`config.mk`:
```
export PLATFORM = sky130hd
export DESIGN_NAME = e2q_cell
export DESIGN_NICKNAME = d
export VERILOG_FILES = /design/src/hdl/e2q_pkg.sv /design/src/hdl/e2q_cell.sv
export SDC_FILE = /design/constraint.sdc
export NUM_CORES = 1
export LEC_CHECK = 0
export BUFFER_PORTS_ARGS = -buffer_cell sky130_fd_sc_hd__buf_2
export CAP_MARGIN = 20
export CORE_MARGIN = 4
export CORE_UTILIZATION = 25
export DETAILED_ROUTE_END_ITERATION = 7
export GPL_ROUTABILITY_DRIVEN = 0
export GPL_TIMING_DRIVEN = 0
export SYNTH_ARGS = -nofsm -noshare
export SYNTH_HDL_FRONTEND = slang
export SYNTH_SLANG_ARGS = --single-unit
```
`constraint.sdc`:
```
create_clock -name clk_i -period 2.2 [get_ports clk_i]
set_input_delay 0.33 -clock clk_i [delete_from_list [all_inputs] [get_ports clk_i]]
set_output_delay 0.33 -clock clk_i [all_outputs]
set_load 0.05 [all_outputs]
```
`src/hdl/e2q_pkg.sv`:
```
`timescale 1ns / 1ps
package e2q_pkg;

  localparam int unsigned AngleW     = 18;
  localparam int unsigned QuatW      = 16;
  localparam int unsigned CordicW    = 34;
  localparam int unsigned Q20W       = 22;
  localparam int unsigned DefSteps   = 16;
  localparam int          HalfPeriod = 184320;
  localparam int          HalfHalf   = 92160;
  localparam int          Quarter    = 46080;
  localparam longint      RadScale   = 64'd2398762258;
  localparam longint      CordicGain = 64'd652032874;
  localparam int          Q14One     = 16384;

  typedef logic signed [AngleW-1:0]  angle_t;
  typedef logic signed [QuatW-1:0]   quat_t;
  typedef logic signed [CordicW-1:0] cval_t;
  typedef logic signed [Q20W-1:0]    q20_t;

  // one CORDIC cell's working set for the three angles
  typedef struct packed {
    cval_t [2:0] x;
    cval_t [2:0] y;
    cval_t [2:0] z;
    logic  [2:0] flip;
  } cell_t;

  function automatic cval_t atan_q30(input int unsigned i);
    cval_t r;
    case (i)
      0: r = 34'sh03243F6A8;
      1: r = 34'sh01DAC6705;
      2: r = 34'sh00FADBAFC;
      3: r = 34'sh007F56EA6;
      4: r = 34'sh003FEAB76;
      5: r = 34'sh001FFD55B;
      6: r = 34'sh000FFFAAA;
      7: r = 34'sh0007FFF55;
      8: r = 34'sh0003FFFEA;
      9: r = 34'sh0001FFFFD;
      default: begin
        if (i <= 30) r = cval_t'((64'sd1 <<< (30 - i)) - 64'sd1);
        else r = '0;
      end
    endcase
    return r;
  endfunction

endpackage

```
`src/hdl/e2q_cell.sv`:
```
`timescale 1ns / 1ps
module e2q_cell #(
  parameter int unsigned Step = 0
) (
  input  logic            clk_i,
  input  logic            rst_ni,
  input  logic            en_i,
  input  logic            valid_i,
  input  e2q_pkg::cell_t  data_i,
  output logic            valid_o,
  output e2q_pkg::cell_t  data_o
);
  import e2q_pkg::*;

  cell_t data_d, data_q;
  logic  valid_q;

  always_comb begin
    data_d = data_i;
    for (int k = 0; k < 3; k++) begin
      if (!data_i.z[k][CordicW-1]) begin
        data_d.x[k] = data_i.x[k] - (data_i.y[k] >>> Step);
        data_d.y[k] = data_i.y[k] + (data_i.x[k] >>> Step);
        data_d.z[k] = data_i.z[k] - atan_q30(Step);
      end else begin
        data_d.x[k] = data_i.x[k] + (data_i.y[k] >>> Step);
        data_d.y[k] = data_i.y[k] - (data_i.x[k] >>> Step);
        data_d.z[k] = data_i.z[k] + atan_q30(Step);
      end
    end
  end

  always_ff @(posedge clk_i or negedge rst_ni) begin
    if (!rst_ni) valid_q <= 1'b0;
    else if (en_i) valid_q <= valid_i;
  end

  always_ff @(posedge clk_i) begin
    if (en_i) data_q <= data_d;
  end

  assign valid_o = valid_q;
  assign data_o  = data_q;
endmodule

```
==> impl_metrics.env <==
export IMPL_status="complete, but fails checks"
export IMPL_violations="setup timing"
export IMPL_die_area_um2=127000
export IMPL_worstMarginPinSlew_ns=1.30
export IMPL_drt_total_wl_mm=132
export IMPL_critical_path_required_ns=2.53
export IMPL_netlist_top_cells_area="edfxtp_1, ha_1, a21oi_1"
export IMPL_synth_seq_cells=307
export IMPL_cts_root_buf="clkbuf_16"
export IMPL_drtAntennaViolNets=0
export IMPL_slowest_delay_ns=0.41
export IMPL_fin_ws_ns=-0.609
export IMPL_grt_overflow_total=0
export IMPL_insertion_delay_ns=0.58
export IMPL_rows=127
export IMPL_synthArstFlopShare=0.00326
export IMPL_synth_area_um2=30400
export IMPL_ys_types=97
export IMPL_start_util=0.253
export IMPL_avgSynthCellArea_um2=8.69
export IMPL_clkSinkCount=307
export IMPL_power_switching_mw=13.0
export IMPL_grt_pass1_wl_mm=187
export IMPL_arrival_ns=3.14
export IMPL_synth_top_area_cell="edfxtp_1"
export IMPL_p_clk_frac=0.238
export IMPL_intPower_mw=17.0
export IMPL_cts_tree="built"
export IMPL_start_kind="input port"
export IMPL_area_growth_pct=47.0
export IMPL_dp_hpwl_mm=99.1
export IMPL_cp_slowest_cell="o311ai_4"
export IMPL_synthesis_instances=3503
export IMPL_vias=31900
export IMPL_grt_start_max_net_pins=118
export IMPL_vias_per_cell=5.22
export IMPL_min_period_over_period=1.28
export IMPL_seq_area_frac_synth=0.303
export IMPL_rsz0062_at_grt="yes"
export IMPL_finalSetupViolCount=144
export IMPL_worstSetupEndpointType="register"
export IMPL_clkTransAtPathRegs_ns=0.06
export IMPL_first_global_vias=30400
export IMPL_fin_crit_ns=2.81
export IMPL_die_h_um=357
export IMPL_synth_edf_count=306
export IMPL_cts_htree_levels=2
export IMPL_path_max_fanout=4
export IMPL_cts_buffer_depth=3
export IMPL_drv_slew=0
export IMPL_pwr_share_comb=0.492
export IMPL_critPathKind="input port to register"
export IMPL_synth_warnings=0
export IMPL_fin_nets=5141
export IMPL_maxCapViolCount=0
export IMPL_power_switching_share=0.434
export IMPL_wl_per_cell_um=21.6
export IMPL_max_freq_ghz=0.356
export IMPL_dr_pass1_iters=6
export IMPL_hold_path_class="input port to register"
export IMPL_drtIter0Drc=3245
export IMPL_ys_flop_type="edfxtp_1"
export IMPL_slew_headroom=0.132
export IMPL_power_density_nw_per_um2=669
export IMPL_die_width_um=357
export IMPL_ir_drop_v=0.000598
export IMPL_antenna_found_initial=53
export IMPL_port_buffers=622
export IMPL_ios=623
export IMPL_syn_nets=4212
export IMPL_p_leak_nw=18.8
export IMPL_final_common_cell="buf_2"
export IMPL_core_area_um2=120000
export IMPL_drive_above_1_share=0.382
export IMPL_whs_ns=0.0874
export IMPL_cp_cell_sequence="buf_8, ha_4, fa_2, nor2b_4, o311ai_4, a211oi_4, o2111ai_2, nand2_2, a221o_1, a31oi_4, o31ai_2, mux2i_1, xnor2_1"
export IMPL_hold_violations=0
export IMPL_drcViolationCount=0
export IMPL_p_seq_frac=0.270
export IMPL_finClkSkew_ns=0
export IMPL_synth_top_area_frac=0.302
export IMPL_grt_total_usage=0.190
export IMPL_power_mw=29.9
export IMPL_layout_common_cells="buf_2, a21oi_1, edfxtp_1"
export IMPL_cts_buffers=42
[synth_stat cells (10+ instances only)]
cell type / instances
and3_1: 13
xnor2_1: 204
a31oi_1: 20
nand3_1: 59
edfxtp_1: 306
ha_1: 384
and2_1: 13
nand2_1: 157
a211o_1: 14
o21bai_1: 90
clkbuf_1: 74
o211ai_1: 24
mux2i_1: 53
nor2b_1: 39
or3_1: 26
nand2b_1: 44
a21boi_0: 18
a311oi_1: 10
nor4_1: 17
a21oi_1: 431
o21a_1: 40
buf_2: 27
or2_2: 12
buf_1: 28
a21o_1: 89
o31ai_1: 27
a211oi_1: 47
inv_1: 337
fa_1: 12
nor2_1: 294
o21ai_0: 246
xor2_1: 60
nand4_1: 29
nor3_1: 62
[per-layer routing]
layer	share of wire	vias to the layer above	track usage
met1	0.40	15200	0.243
met3	0.089	440	0.0383
met4	0.065	10	0.113
li1	-	14500	-
met5	0.00049	-	0
met2	0.44	1764	0.297
[final timing paths]
kind	start	end	slack, ns	cells past startpoint
hold / removal	data_i[40]	data_o[40]	0.09	2
min in group asynchronous	rst_ni	valid_o	0.60	3
max in group asynchronous	rst_ni	valid_o	1.49	3
setup / recovery	data_i[173]	data_o[203]	-0.61	13
setup reg to reg	valid_o	valid_o	1.45	1
hold reg to reg	valid_o	valid_o	0.52	1
[flip-flops by register name, summed over array words and instances, names as in the netlist]
name     count
data_o     306
valid_o      1
[final cells by class]
type | count | area [µm²]
Clock buffer | 52 | 1120
Fill cell | 12100 | 75700
Inverter | 348 | 1480
Tap cell | 1612 | 2020
Timing Repair Buffer | 901 | 6010
Sequential cell | 307 | 9210
Multi-Input combinational cell | 2714 | 23800
Buffer | 118 | 772
Antenna cell | 41 | 103
Clock inverter | 22 | 273
[power by group through the flow]
stage	sequential (mW)	clock (mW)	combinational (mW)
after global placement	8.24	0	12.2
final	8.08	7.12	14.7
after CTS	8.09	7.36	13.6
after global routing	8.15	7.63	15.5
after floorplan	11.5	0	5.31
after detailed placement	8.19	0	12.2
[logic make-up after synthesis]
family | count (synthesis) | share of synthesized area
and+or+nand+nor | 795 | 0.123
DFF | 307 | 0.303
muxes | 54 | 0.0178
buffers and inverters | 482 | 0.0611
adders and majority gates | 396 | 0.166
xor gates and xnor gates | 264 | 0.0759
AOI/OAI and AO/OA | 1205 | 0.254
[per-stage QoR]
| step | area, µm² | setup TNS, ns | util | setup WS, ns | instances |
|---|---|---|---|---|---|
| floorplan | 31800 | -54.48 | - | -0.745 | 3503 |
| global placement | 36900 | -1532.69 | 0.306 | -4.47 | 5737 |
| detailed placement | 37000 | -305.57 | 0.307 | -2.46 | 5739 |
| CTS | 42200 | -28.74 | 0.350 | -0.562 | 5981 |
| global route | 44700 | -40.37 | 0.371 | -0.624 | 6105 |
| finish | 44700 | -38.79 | 0.372 | -0.609 | 6115 |
[critical path: cells and delay by family]
| family | cells | cell delay (ns) |
|---|---|---|
| compound gates | 6 | 1.59 |
| xor+xnor | 1 | 0.13 |
| fa+ha+maj | 2 | 0.52 |
| buf+inv | 1 | 0.10 |
| mux | 1 | 0.21 |
| simple gates | 2 | 0.25 |
[what timing repair did]
action	in CTS	in global routing
pin swaps	270	277
gates resized for setup	528	435
gates cloned	4	0
buffers inserted	163	107
setup endpoints to repair	209	165
hold buffers	16	0
hold endpoints to repair	15	0
Power figures use the tool's default switching activity.
