`src/hdl/e2q_pkg.sv`:
```
`timescale 1ns / 1ps
package e2q_pkg;

  localparam int unsigned AngleW     = 18;
  localparam int unsigned QuatW      = 16;
  localparam int unsigned CordicW    = 34;
  localparam int unsigned Q20W       = 22;
  localparam int unsigned DefSteps   = 16;
  localparam int          HalfPeriod = 184320;
  localparam int          HalfHalf   = 92160;
  localparam int          Quarter    = 46080;
  localparam longint      RadScale   = 64'd2398762258;
  localparam longint      CordicGain = 64'd652032874;
  localparam int          Q14One     = 16384;

  typedef logic signed [AngleW-1:0]  angle_t;
  typedef logic signed [QuatW-1:0]   quat_t;
  typedef logic signed [CordicW-1:0] cval_t;
  typedef logic signed [Q20W-1:0]    q20_t;

  // one CORDIC cell's working set for the three angles
  typedef struct packed {
    cval_t [2:0] x;
    cval_t [2:0] y;
    cval_t [2:0] z;
    logic  [2:0] flip;
  } cell_t;

  function automatic cval_t atan_q30(input int unsigned i);
    cval_t r;
    case (i)
      0: r = 34'sh03243F6A8;
      1: r = 34'sh01DAC6705;
      2: r = 34'sh00FADBAFC;
      3: r = 34'sh007F56EA6;
      4: r = 34'sh003FEAB76;
      5: r = 34'sh001FFD55B;
      6: r = 34'sh000FFFAAA;
      7: r = 34'sh0007FFF55;
      8: r = 34'sh0003FFFEA;
      9: r = 34'sh0001FFFFD;
      default: begin
        if (i <= 30) r = cval_t'((64'sd1 <<< (30 - i)) - 64'sd1);
        else r = '0;
      end
    endcase
    return r;
  endfunction

endpackage

```
`src/hdl/e2q_prep.sv`:
```
`timescale 1ns / 1ps
module e2q_prep (
  input  logic            clk_i,
  input  logic            rst_ni,
  input  logic            en_i,
  input  logic            valid_i,
  input  e2q_pkg::angle_t angle_i [3],
  output logic            valid_o,
  output e2q_pkg::cell_t  data_o
);
  import e2q_pkg::*;

  // stage 1: range reduction, stage 2: scale to q30 radians
  logic        valid1_q, valid2_q;
  logic [16:0] mag_q [3];
  logic [2:0]  neg_q, flip_q, neg2_q, flip2_q;
  logic [16:0] mag_d [3];
  logic [2:0]  neg_d, flip_d;
  logic [30:0] rad_q [3];
  cell_t       out;

  always_comb begin
    logic signed [19:0] h;
    for (int k = 0; k < 3; k++) begin
      h = 20'(angle_i[k]);
      if (h < 0) h = h + 20'(HalfPeriod);
      if (h >= 20'(HalfHalf)) h = h - 20'(HalfPeriod);
      flip_d[k] = 1'b0;
      if (h > 20'(Quarter)) begin
        h = 20'(HalfHalf) - h;
        flip_d[k] = 1'b1;
      end else if (h < -20'(Quarter)) begin
        h = -20'(HalfHalf) - h;
        flip_d[k] = 1'b1;
      end
      neg_d[k] = h[19];
      mag_d[k] = h[19] ? 17'(-h) : 17'(h);
    end
  end

  always_ff @(posedge clk_i or negedge rst_ni) begin
    if (!rst_ni) begin
      valid1_q <= 1'b0;
      valid2_q <= 1'b0;
    end else if (en_i) begin
      valid1_q <= valid_i;
      valid2_q <= valid1_q;
    end
  end

  always_ff @(posedge clk_i) begin
    if (en_i) begin
      mag_q   <= mag_d;
      neg_q   <= neg_d;
      flip_q  <= flip_d;
      neg2_q  <= neg_q;
      flip2_q <= flip_q;
      for (int k = 0; k < 3; k++) begin
        rad_q[k] <= 31'((49'(mag_q[k]) * 49'(RadScale)) >> 16);
      end
    end
  end

  always_comb begin
    for (int k = 0; k < 3; k++) begin
      out.x[k] = cval_t'(CordicGain);
      out.y[k] = '0;
      out.z[k] = neg2_q[k] ? -cval_t'(rad_q[k]) : cval_t'(rad_q[k]);
    end
    out.flip = flip2_q;
  end

  assign valid_o = valid2_q;
  assign data_o  = out;
endmodule

```
`config.mk`:
```
export PLATFORM = sky130hd
export DESIGN_NAME = e2q_prep
export DESIGN_NICKNAME = d
export VERILOG_FILES = /design/src/hdl/e2q_pkg.sv /design/src/hdl/e2q_prep.sv
export SDC_FILE = /design/constraint.sdc
export NUM_CORES = 2
export LEC_CHECK = 0
export ABC_AREA = 1
export ABC_CLOCK_PERIOD_IN_PS = 16950
export BUFFER_PORTS_ARGS = -buffer_cell sky130_fd_sc_hd__buf_4
export CAP_MARGIN = 20
export CORE_ASPECT_RATIO = 1.5
export CORE_MARGIN = 3
export CORE_UTILIZATION = 51
export DETAILED_ROUTE_END_ITERATION = 12
export PLACE_DENSITY = 0.7
export SETUP_SLACK_MARGIN = 0.1
export SLEW_MARGIN = 5
export SYNTH_ARGS = -nofsm -noshare
export SYNTH_HDL_FRONTEND = slang
export SYNTH_SLANG_ARGS = --single-unit
```
`constraint.sdc`:
```
create_clock -name clk_i -period 16.95 [get_ports clk_i]
set_clock_uncertainty 0.1 [all_clocks]
set_input_delay 0.8475 -clock clk_i [delete_from_list [all_inputs] [get_ports clk_i]]
set_output_delay 0.8475 -clock clk_i [all_outputs]
set_load 0.1 [all_outputs]
```
==> flow_metrics.tcl <==
set metrics [dict create \
    holdPathStages 0 \
    path_max_fanout 10 \
    diodes 0 \
    wirelength_mm 87.3 \
    grt_start_max_net_pins 99 \
    status "finished, final reports clean" \
    slew_viol_final 0 \
    drive_above_1_share_pct 6.82 \
    cpMostUsedCell "fa_1" \
    synth_cell_types 60 \
    crit_path_end_kind "flip-flop" \
    slew_headroom_pct 40.8 \
    syn_area_per_cell_sq_um 8.52 \
    synth_top_flop_cell "edfxtp_1" \
    firstDrtPassIters 5 \
    core-area_sq_um 70600 \
    min_period_ps 6480 \
    final_common_cell "inv_1" \
    num_rows 119 \
    clock_latency_ps 500 \
    tightest_slew_ps 887 \
    timing.rr.end "rad_q[0][28]$_DFFE_PP_" \
    synth_top_area_share_pct 27.0 \
    maxCapViolCount 0 \
    routed-via-count 26700 \
    drc_errors 0 \
    fin_crit_sh_pct 38.2 \
    clockBufferDepth 2 \
    via_per_inst 4.99 \
    multiInputGateArea_sq_um 27100 \
    synth-edff-count 156 \
    portBuffers 163 \
    overflow 0 \
    cts-buffers-inserted 17 \
    worst_setup_path_start_kind "flip-flop" \
    area_delta_synth_final_pct 5.42 \
    grt_util_all_layers_pct 23.7 \
    worstHoldStart "flip_q[0]$_SDFFCE_PP1P_" \
    clock_sinks 158 \
    synth_cells 4284 \
    min_to "flip2_q[0]$_DFFE_PP_" \
    critical_path.max_stage_delay_ps 710 \
    synth_area_leaders "fa_1 (27%), ha_1 (18%), edfxtp_1 (13%), inv_1 (10%), nand2_1 (6.5%)" \
    hold_viol_final 0 \
    ant_nets 0 \
    ios 368 \
    finalSetupViolations 0 \
    place.gp.congestion 1.00 \
    grt_pass1_wl_mm 139 \
    holdCritPathClass "flip-flop to flip-flop" \
    antenna_found_initial 0 \
    criticalPathCategory "flip-flop to flip-flop" \
    r2r_start "mag_q[40]$_DFFE_PP_" \
    critPathRequiredTime_ps 17080 \
    cp_cell_sequence "fa_1 -> inv_1 -> fa_1 -> inv_1 -> fa_1 -> fa_1 -> fa_1 -> inv_1 -> fa_1 -> inv_1 -> ha_1 -> a21oi_1 -> inv_1 -> a211oi_1 -> o21a_1 -> o21ai_0 -> a21boi_0 -> nor2_1 -> nand2_1 -> o2111ai_1 -> xor2_1" \
    dpl.hpwl_mm 78.3 \
    synth_top_cell_by_area "fa_1" \
    layout_common_cells "inv_1 (979), nand2_1 (628), ha_1 (533)" \
    grt_pass1_vias 27700 \
    syn_area_sq_um 36500 \
    ff2ff_setup_slack_ps 10470 \
    die_height_um 334 \
    cts_resized 0 \
    crit_arrival_ps 6610 \
    nFillCells 6566 \
    nets 5516 \
    tns_ps 0 \
    start_util_pct 51.7 \
    rr_worst_depth 21 \
    die_w_um 224 \
    dieArea_sq_um 74900 \
    cts_tree "built" \
    regArea_sq_um 4730 \
    synth_seq_cells 158 \
    ys_seq_area_share_pct 13.0 \
    clk_pin_slew_ps 70 \
    htreeDepth 4 \
    cts_root_buf "clkbuf_16" \
    crit_slowest_cell "fa_1" \
    wire_per_inst_um 16.3 \
    rsz0062_at_grt "no" \
    drtIter0Drc 1161 \
    fmax_ghz 0.154 \
    async_flop_share_pct 1.27 \
    yosys_warnings 0 \
]
-- cells in the mapped netlist (3+ instances only) --
library cell and instances:
clkbuf_1 10, nand2_2 31, o21bai_1 3, edfxtp_1 156, a21o_1 7, a21boi_0 3
xor2_1 166, buf_6 7, buf_2 8, o21a_1 7, inv_2 13, nor3b_1 7
and2_1 3, nand3b_1 19, o21ai_0 119, o31ai_1 8, o21ai_2 5, nand2_1 628
a31oi_1 21, or2_2 16, inv_1 979, xor2_2 3, nand2_4 10, xnor2_1 88
nor4_1 16, o211ai_1 8, nand3_2 7, nor2_1 269, nand3_1 123, o21ai_1 13
nor3_1 47, buf_4 212, a21oi_1 170, nor2_2 14, ha_1 533, nand4_1 27
a221oi_1 5, fa_1 492, a211oi_1 4
-- final cells by class --
| class | instances | share of cell area (%) |
|---|---|---|
| multi-input cells | 3098 | 70.3 |
| flip-flops and latches | 158 | 12.3 |
| inverters | 992 | 9.67 |
| repair buffers | 166 | 3.25 |
| well taps | 907 | 2.95 |
| clock buffers | 17 | 1.11 |
| clock inverters | 15 | 0.419 |
-- per-stage QoR --
stage	instance area, sq um	setup slack, ps	hold WS (ps)	utilization (%)	std cells
final	38500	10470	328	54.5	5353
after global routing	38500	10050	344	54.5	5353
after CTS	38500	10480	330	54.5	5353
after detailed placement	37900	10500	306	53.7	5320
after global placement	37900	10560	305	53.7	5320
after floorplan	37300	10960	300	-	4486
-- cell families after synthesis --
group	count (synthesis)	synth area share [%]
AOI/OAI and AO/OA	389	5.98
xor gates and xnor gates	258	6.27
adders and majority gates	1025	45.2
buffers and inverters	1230	15.0
DFF	158	13.0
other	2	0.0206
and+or+nand+nor	1222	14.5
-- worst max path at each step --
| stage | start | endpoint |
|---|---|---|
| final | mag_q[40]$_DFFE_PP_ | rad_q[0][28]$_DFFE_PP_ |
| after global placement | mag_q[14]$_DFFE_PP_ | rad_q[0][92]$_DFFE_PP_ |
| after global routing | mag_q[26]$_DFFE_PP_ | rad_q[0][56]$_DFFE_PP_ |
| after detailed placement | mag_q[40]$_DFFE_PP_ | rad_q[0][28]$_DFFE_PP_ |
| after CTS | mag_q[40]$_DFFE_PP_ | rad_q[0][28]$_DFFE_PP_ |
| after floorplan | mag_q[40]$_DFFE_PP_ | rad_q[0][28]$_DFFE_PP_ |
-- registers in the layout (all words and copies together) (netlist names) --
signal and cells:
flip2_q 3, flip_q 3, mag_q 51, valid1_q 1, neg2_q 3, neg_q 3, rad_q 93, valid_o 1
-- repair_timing --
| item | CTS | global route |
|---|---|---|
| buffers inserted | 0 | 0 |
| endpoints found under the hold margin | 2 | 0 |
| hold buffers | 1 | 0 |
-- critical path, delay by kind of cell (launching register included) --
| kind | cells | cell delay (ps) |
|---|---|---|
| flip-flops | 1 | 590 |
| AND/OR/NAND/NOR | 2 | 170 |
| AO/OA/AOI/OAI | 6 | 1170 |
| XOR/XNOR | 1 | 160 |
| buffers and inverters | 5 | 330 |
| adder cells (fa/ha/maj) | 7 | 3680 |
-- per-layer routing --
metal / vias to the layer above / track usage (%) / share of wire (%)
met3: 198 / 3.05 / 3.9
met1: 12600 / 26.1 / 39
met2: 676 / 44.0 / 52
met4: 0 / 12.3 / 5.5
met5: - / 0 / 0
li1: 13200 / - / -
Power is left out: the tool's default activity adds up to more than one toggle a clock period on the data nets, which glitch-free logic cannot reach.
